File: src/sv/assert_macros.svh
// Assertion macros used by the RTL of the base64 validator.
`ifndef ASSERT_MACROS_SVH
`define ASSERT_MACROS_SVH

// Check a property on every rising clk edge outside reset.
`define ASSERT_CLK(label, prop, msg) \
	label: assert property (@(posedge clk) disable iff (!arst_n) (prop)) else $error(msg);

// Check that one condition implies another in the next cycle.
`define ASSERT_NEXT(label, cond, prop, msg) \
	label: assert property (@(posedge clk) disable iff (!arst_n) (cond) |=> (prop)) \
		else $error(msg);

`endif

File: src/sv/b64v_pkg.sv
// Package of the base64 validator: widths, fail codes and the character decoder.
`timescale 1ns / 1ps
package b64v_pkg;

	localparam int MAX_CHARS = 1024;
	localparam int LEN_W = 11;
	localparam int SIZE_W = 10;
	localparam int IDX_W = 2;
	localparam int CFG_W = 11;

	localparam logic [IDX_W-1:0] REG_MAX_ENCODED = 2'd0;
	localparam logic [IDX_W-1:0] REG_MIN_DECODED = 2'd1;
	localparam logic [IDX_W-1:0] REG_MAX_DECODED = 2'd2;

	localparam logic [7:0] PAD_CHAR = 8'h3D;
	localparam logic [LEN_W-1:0] MAX_CHARS_C = LEN_W'(MAX_CHARS);

	typedef enum logic [2:0] {
		FAIL_NONE     = 3'd0,
		FAIL_EMPTY    = 3'd1,
		FAIL_TOO_LONG = 3'd2,
		FAIL_LEN_MOD4 = 3'd3,
		FAIL_BAD_CHAR = 3'd4,
		FAIL_TAIL     = 3'd5,
		FAIL_SIZE     = 3'd6
	} fail_t;

	typedef struct packed {
		logic       ok;
		logic [5:0] value;
	} sextet_t;

	// Map one raw byte to its base64 value; ok is low for anything else.
	function automatic sextet_t sextet_of(input logic [7:0] c);
		sextet_t r;
		r.ok = 1'b1;
		r.value = 6'd0;
		if (c >= 8'h41 && c <= 8'h5A) begin
			r.value = 6'(c - 8'h41);
		end else if (c >= 8'h61 && c <= 8'h7A) begin
			r.value = 6'(c - 8'h61 + 8'd26);
		end else if (c >= 8'h30 && c <= 8'h39) begin
			r.value = 6'(c - 8'h30 + 8'd52);
		end else if (c == 8'h2B) begin
			r.value = 6'd62;
		end else if (c == 8'h2F) begin
			r.value = 6'd63;
		end else begin
			r.ok = 1'b0;
		end
		return r;
	endfunction

endpackage

File: src/sv/canonical_base64_validator.sv
// Streaming canonical base64 validator: one beat per unstalled cycle, one verdict per string.
// Takes one character per cycle while in_stall is low; the verdict for a string passes from
// the input register into the result register once its end beat is accepted. Characters that
// do not end a string never wait on the output side; only an end beat held behind a stalled,
// still-full result register raises in_stall. Configuration writes must come while no beat is
// in flight.
`timescale 1ns / 1ps
`include "assert_macros.svh"
module canonical_base64_validator
	import b64v_pkg::*;
(
	input  logic              clk,
	input  logic              arst_n,
	input  logic              cfg_write,
	input  logic [IDX_W-1:0]  cfg_index,
	input  logic [CFG_W-1:0]  cfg_data,
	input  logic              in_valid,
	output logic              in_stall,
	input  logic [7:0]        char_byte,
	input  logic              char_present,
	input  logic              end_of_string,
	output logic              out_valid,
	input  logic              out_stall,
	output logic              is_valid,
	output logic [SIZE_W-1:0] byte_count,
	output logic [2:0]        fail_code
);

	logic [LEN_W-1:0]  max_encoded_q;
	logic [SIZE_W-1:0] min_decoded_q;
	logic [SIZE_W-1:0] max_decoded_q;

	logic              valid_s1;
	logic [7:0]        char_s1;
	logic              present_s1;
	logic              end_s1;

	logic [LEN_W-1:0]  len_q;
	logic [1:0]        pad_q;
	logic              err_q;
	logic [5:0]        sextet_q;

	logic              out_valid_q;
	logic              is_valid_q;
	logic [SIZE_W-1:0] size_q;
	fail_t             fail_q;

	logic              s1_hold;
	logic              s1_step;
	logic              res_load;
	logic [LEN_W-1:0]  lim;
	sextet_t           sx;
	logic [LEN_W-1:0]  len_d;
	logic [1:0]        pad_d;
	logic              err_d;
	logic [5:0]        sextet_d;
	logic [SIZE_W-1:0] size_d;
	fail_t             fail_d;

	// Config registers.
	always_ff @(posedge clk or negedge arst_n) begin
		if (!arst_n) begin
			max_encoded_q <= MAX_CHARS_C;
			min_decoded_q <= SIZE_W'(1);
			max_decoded_q <= SIZE_W'(768);
		end else if (cfg_write) begin
			case (cfg_index)
				REG_MAX_ENCODED: max_encoded_q <= cfg_data;
				REG_MIN_DECODED: min_decoded_q <= cfg_data[SIZE_W-1:0];
				REG_MAX_DECODED: max_decoded_q <= cfg_data[SIZE_W-1:0];
				default: ;
			endcase
		end
	end

	// Hold an end beat in s1 while the result register is full and stalled.
	assign s1_hold  = valid_s1 && end_s1 && out_valid_q && out_stall;
	assign s1_step  = valid_s1 && !s1_hold;
	assign res_load = s1_step && end_s1;
	assign in_stall = s1_hold;

	always_ff @(posedge clk or negedge arst_n) begin
		if (!arst_n) begin
			valid_s1 <= 1'b0;
		end else if (!s1_hold) begin
			valid_s1 <= in_valid;
		end
	end

	always_ff @(posedge clk) begin
		if (in_valid && !s1_hold) begin
			char_s1    <= char_byte;
			present_s1 <= char_present;
			end_s1     <= end_of_string;
		end
	end

	assign lim = (max_encoded_q < MAX_CHARS_C) ? max_encoded_q : MAX_CHARS_C;
	assign sx  = sextet_of(char_s1);

	// Fold the character into the string state.
	always_comb begin
		len_d    = len_q;
		pad_d    = pad_q;
		err_d    = err_q;
		sextet_d = sextet_q;
		if (present_s1) begin
			if (len_q <= lim) begin
				len_d = len_q + LEN_W'(1);
			end
			if (char_s1 == PAD_CHAR) begin
				if (pad_q >= 2'd2) begin
					err_d = 1'b1;
				end else begin
					pad_d = pad_q + 2'd1;
				end
			end else if (!sx.ok || pad_q != 2'd0) begin
				err_d = 1'b1;
			end else begin
				sextet_d = sx.value;
			end
		end
	end

	// Verdict on the updated state.
	always_comb begin
		size_d = '0;
		fail_d = FAIL_NONE;
		if (len_d == '0) begin
			fail_d = FAIL_EMPTY;
		end else if (len_d > lim) begin
			fail_d = FAIL_TOO_LONG;
		end else if (len_d[1:0] != 2'd0) begin
			fail_d = FAIL_LEN_MOD4;
		end else begin
			// len is at most 1024 here, so three bytes per quad stays within 768.
			size_d = SIZE_W'({len_d[LEN_W-1:2], 1'b0}) + SIZE_W'(len_d[LEN_W-1:2])
				- SIZE_W'(pad_d);
			if (err_d) begin
				fail_d = FAIL_BAD_CHAR;
			end else if ((pad_d == 2'd2 && sextet_d[3:0] != 4'd0) ||
					(pad_d == 2'd1 && sextet_d[1:0] != 2'd0)) begin
				fail_d = FAIL_TAIL;
			end else if (size_d < min_decoded_q || size_d > max_decoded_q) begin
				fail_d = FAIL_SIZE;
			end
		end
	end

	always_ff @(posedge clk or negedge arst_n) begin
		if (!arst_n) begin
			len_q    <= '0;
			pad_q    <= '0;
			err_q    <= 1'b0;
			sextet_q <= '0;
		end else if (s1_step) begin
			if (end_s1) begin
				len_q    <= '0;
				pad_q    <= '0;
				err_q    <= 1'b0;
				sextet_q <= '0;
			end else begin
				len_q    <= len_d;
				pad_q    <= pad_d;
				err_q    <= err_d;
				sextet_q <= sextet_d;
			end
		end
	end

	// Result register.
	always_ff @(posedge clk or negedge arst_n) begin
		if (!arst_n) begin
			out_valid_q <= 1'b0;
		end else if (res_load) begin
			out_valid_q <= 1'b1;
		end else if (!out_stall) begin
			out_valid_q <= 1'b0;
		end
	end

	always_ff @(posedge clk) begin
		if (res_load) begin
			is_valid_q <= (fail_d == FAIL_NONE);
			size_q     <= size_d;
			fail_q     <= fail_d;
		end
	end

	assign out_valid  = out_valid_q;
	assign is_valid   = is_valid_q;
	assign byte_count = size_q;
	assign fail_code  = fail_q;

	`ASSERT_CLK(a_stall_cause, !in_stall || (out_valid_q && out_stall), "stall without verdict")
	`ASSERT_CLK(a_len_sat, len_q <= MAX_CHARS_C + LEN_W'(1), "length count overran")
	`ASSERT_CLK(a_pad_sat, pad_q <= 2'd2, "padding count above two")
	`ASSERT_NEXT(a_clear, res_load, len_q == '0 && pad_q == '0 && !err_q, "state not cleared")

endmodule
File: config.mk
export PLATFORM = sky130hd
export DESIGN_NAME = canonical_base64_validator
export DESIGN_NICKNAME = d
export VERILOG_FILES = /design/src/sv/b64v_pkg.sv /design/src/sv/canonical_base64_validator.sv
export VERILOG_INCLUDE_DIRS = /design/src /design/src/sv
export SDC_FILE = /design/constraint.sdc
export NUM_CORES = 1
export LEC_CHECK = 0
export ABC_AREA = 1
export ABC_CLOCK_PERIOD_IN_PS = 5400
export BUFFER_PORTS_ARGS = -buffer_cell sky130_fd_sc_hd__buf_2
export CAP_MARGIN = 20
export CORE_MARGIN = 2
export CORE_UTILIZATION = 30
export CTS_CLUSTER_DIAMETER = 60
export CTS_CLUSTER_SIZE = 16
export DETAILED_ROUTE_END_ITERATION = 8
export PLACE_DENSITY_LB_ADDON = 0.12
export SYNTH_ARGS = -nofsm -noshare
export SYNTH_HDL_FRONTEND = slang
export SYNTH_SLANG_ARGS = --single-unit
File: constraint.sdc
create_clock -name clk -period 5.4 [get_ports clk]
set_input_delay 1.08 -clock clk [delete_from_list [all_inputs] [get_ports clk]]
set_output_delay 1.08 -clock clk [all_outputs]
set_load 0.1 [all_outputs]
==> summary.md <==
| Metric | Value |
|---|---|
| Top_reg_cell synth | dfrtp_1 |
| CP max FO | 6 |
| Final Worst Setup Slack | -0.210 ns |
| Most frequent cells after synthesis | 137 x nand2_1, 116 x inv_1, 71 x ha_1, 54 x nor2_1, 47 x dfrtp_1 |
| CTS root buf | clkbuf_16 |
| Clock latency on the worst-skew pair | 0.34 ns |
| Clock skew | slightly below 0.008 ns |
| CTS buffer count | 9 |
| P_int | between 1 and 1.5 mW |
| Final Max Tran Viols | 0 |
| RSZ-0062 raised after global routing | yes |
| Final #Nets | between 800 and 900 |
| Main combinational cell family by area after synthesis | simple AND/OR/NAND/NOR gates |
| Worst EP arrival | just under 6 ns |
| Depth of the worst register-to-register path | 35 |
| Syn_nets | approximately 760 |
| Area grow syn2layout | 28.8% |
| DRT iter0 DRCs | 247 |
| Synth Instances | 656 |
| Max-cap viol count | 0 |
| DR pass1 iterations | 4 |
| Hold WC Path Type | flip-flop to flip-flop |
| TritonCTS clock tree | yes |
| YS warnings | 0 |
| Area contributors post-synth | dfrtp_1 22%, ha_1 17%, edfxtp_1 14% |
| Via density | 4.53 |
| Die Y-Extent | 137 um |
| Syn Area/Cell | 8.06 sq um |
| Setup CP Type | flip-flop to flip-flop |
| Clk sinks | 75 |
| Top delay family on crit path | adder cells |
| CP bufs+invs | 9 |
| NetSw | 0.693 mW |
| Yosys cell types | 39 |
| Terminus of the critical flop-to-flop path | is_valid$_DFFE_PP_ |
| Die W | about 140 um |
| Clk slew on worst S/H paths | ~0.06 ns |
| Boundary Pins | 44 |
| DR vias | between 4,000 and 5,000 |
| HP Start | min_decoded_q[4]$_DFFE_PN0P_ |
| Final cell count without fillers | 1,000 |
| H-tree levels | 3 |
| Slowest cell on crit path | dfstp_2 |
| Post-synth EDFFs | 24 |
| Outcome | finished with violations |
| ANT nets after route | 0 |
| PwrDens | approximately 290 mW/mm^2 |
| Hold path endpoint | min_decoded_q[4]$_DFFE_PN0P_ |
| Ant diodes | 0 |
| CP Capture Type | flip-flop |
| R2R Path Start | max_encoded_q[10]$_DFFE_PN1P_ |
| Cells after DPL | between 900 and 1,000 |
| Number of synthesized register bits | between 70 and 80 |
| Total negative slack | -0.492 ns |
| Ys async rst share | 0.680 |
| GR Util All Layers | 0.152 |
| Worst Setup Start Kind | flip-flop |
| Area share of and/or/nand/nor cells after synthesis | 0.210 |
| GRT overflow | 0 |
| Routed WL | ~13,000 um |
| Final hold vios | 0 |
| Adder-Cell Fraction of Synth Area | 0.176 |
| Port Buffers | between 40 and 50 |
| Sequential share of power | 0.359 |
| HPWL Detailed | 10,400 um |
| Synth top area share | 0.222 |
| Core Region | 0.0172 sq mm |
| First-pass GRT wire length | 21,800 um |
| Post-synthesis compound-gate area fraction | 0.113 |
| Seq/Total Area, Yosys | 0.379 |
| Highest clock rate | roughly 0.18 GHz |
| Tightest Pin Transition | 0.919 ns |
| VDD IR max | 152 uV |
| Most common cell in the synthesized netlist | nand2_1 |
| Final min period | approximately 5.6 ns |
| Wire per inst | 13.3 um |
| Initial core utilization | 0.307 |
| Area leader, netlist | dfrtp_1 |
| Hold_buf cts | 0 |
| Final Cycle Share | 1.04 |
| DR DRC count | 0 |
| Largest stage delay, worst path | 0.58 ns |
| Combinational share of power | 0.336 |
| Initial antenna violation count | 0 |
| Leak pwr | 3.44 nW |
| Number of global-route vias before repair | between 4,000 and 5,000 |
| Post-synthesis mux area share | 0 |
| Worst R2R Setup Slack | -0.21 ns |
| Net Sw Frac | 0.355 |
| CP required | 5.59 ns |
| Finished Core Util | 0.395 |
| Synth Cell Area | 0.00529 sq mm |
| Largest net degree at the start of global routing | 52 |
| Layout cell share with drive strength beyond 1 | 0.261 |
| GPL Wtd Cong | 0.831 |
| Max transition margin | 0.385 |
| Failing checks | negative setup slack |
| CTS max path bufs | 2 |
| Clock share of power | 0.305 |
| Cell Rows | 48 |
| Xor/xnor share of the synthesized area | 0.0282 |
| Final Total Pwr | 1.95 mW |
| Die ar. | 0.0187 sq mm |
| Worst Hold Depth | 2 |
| Finish-stage setup viols | 3 |
## flip-flops by register name (all words and copies together), names as in the netlist
| register | flops |
|---|---|
| len_q | 11 |
| max_encoded_q | 11 |
| byte_count | 10 |
| max_decoded_q | 10 |
| min_decoded_q | 10 |
| char_s1 | 8 |
| sextet_q | 4 |
| fail_code | 3 |
| pad_q | 2 |
| end_s1 | 1 |
| err_q | 1 |
| is_valid | 1 |
| out_valid | 1 |
| present_s1 | 1 |
| valid_s1 | 1 |
## metal layers
| layer | vias to the layer above | GRT usage | wire, um |
|---|---|---|---|
| li1 | 2364 | - | - |
| met4 | 0 | 0.0567 | 252 |
| met2 | 62 | 0.236 | 5800 |
| met5 | - | 0 | 0 |
| met3 | 19 | 0.0267 | 511 |
| met1 | 2086 | 0.210 | 6700 |
## cells by family (layout without fill, tap and decap cells)
kind of cell,after synthesis,in the layout
XOR/XNOR,17,17
buffers and inverters,131,250
AND/OR/NAND/NOR,255,255
AO/OA/AOI/OAI,105,105
flip-flops,75,75
adder cells (fa/ha/maj),73,73
## placed cells by master, fill, tap and decap left out, drive strengths merged
cell type | Yosys | routed
o21ai | 46 | 46
o22ai | 13 | 13
clkinv | 0 | 4
nand2 | 148 | 148
nor3 | 4 | 4
inv | 121 | 121
nand4 | 6 | 6
dfstp | 4 | 4
xnor2 | 1 | 1
a211oi | 2 | 2
a21oi | 33 | 33
clkinvlp | 0 | 2
ha | 71 | 71
nand3b | 4 | 4
fa | 2 | 2
nor2 | 57 | 57
xor2 | 16 | 16
a22o | 2 | 2
nor4 | 3 | 3
o21bai | 4 | 4
o211ai | 2 | 2
a21boi | 2 | 2
or2 | 1 | 1
clkbuf | 9 | 11
edfxtp | 24 | 24
o21a | 1 | 1
dfrtp | 47 | 47
nand3 | 32 | 32
buf | 1 | 112
## metrics by stage
stage / hold slack [ns] / worst slack (ns) / instance area [sq um]
after floorplan: 0.453 / 0.00230 / 5290
after global placement: 0.471 / -0.273 / 6100
after detailed placement: 0.477 / -0.508 / 6100
after CTS: 0.492 / -0.239 / 6700
after global routing: 0.501 / -0.585 / 6810
final: 0.488 / -0.210 / 6810
## layout make-up
class	instances	area [sq um]
multi-input combinational	450	3010
tap	225	282
clock buffer	11	264
clock inverter	5	33.8
inverter	121	460
timing repair buffer	112	749
timing repair inverter	1	7.51
fill	1789	10400
sequential	75	2000
## how the worst max path moves through the flow
stage          slack, ns  cells past startpoint                 end                     startpoint
5_1_grt            -0.58                     36  is_valid$_DFFE_PP_  max_encoded_q[10]$_DFFE_PN1P_
3_3_place_gp       -0.27                     35  is_valid$_DFFE_PP_  max_encoded_q[10]$_DFFE_PN1P_
3_5_place_dp       -0.51                     35  is_valid$_DFFE_PP_  max_encoded_q[10]$_DFFE_PN1P_
6_report           -0.21                     35  is_valid$_DFFE_PP_  max_encoded_q[10]$_DFFE_PN1P_
4_1_cts            -0.24                     36  is_valid$_DFFE_PP_  max_encoded_q[10]$_DFFE_PN1P_
2_1_floorplan      0.002                     36  is_valid$_DFFE_PP_  max_encoded_q[10]$_DFFE_PN1P_
## what timing repair did
action,in CTS,in global routing
endpoints found under the setup margin,3,3
pin swaps,26,12
setup buffers,15,6
endpoints found under the hold margin,0,0
gates resized for setup,39,15
cloned,1,0
## worst min-delay path, cell delays in order, from the launching register on
cell and delay [ns]:
dfrtp_1 0.34, nand2_1 0.05, o21ai_0 0.06
## power by group through the flow
stage	registers [mW]	logic, mW	clock network, mW
finish	0.699	0.655	0.595
global route	0.706	0.740	0.637
CTS	0.700	0.640	0.611
detailed placement	0.707	0.584	0
global placement	0.707	0.570	0
floorplan	0.770	0.331	0
Note: power is estimated with default switching activity, not from simulation.
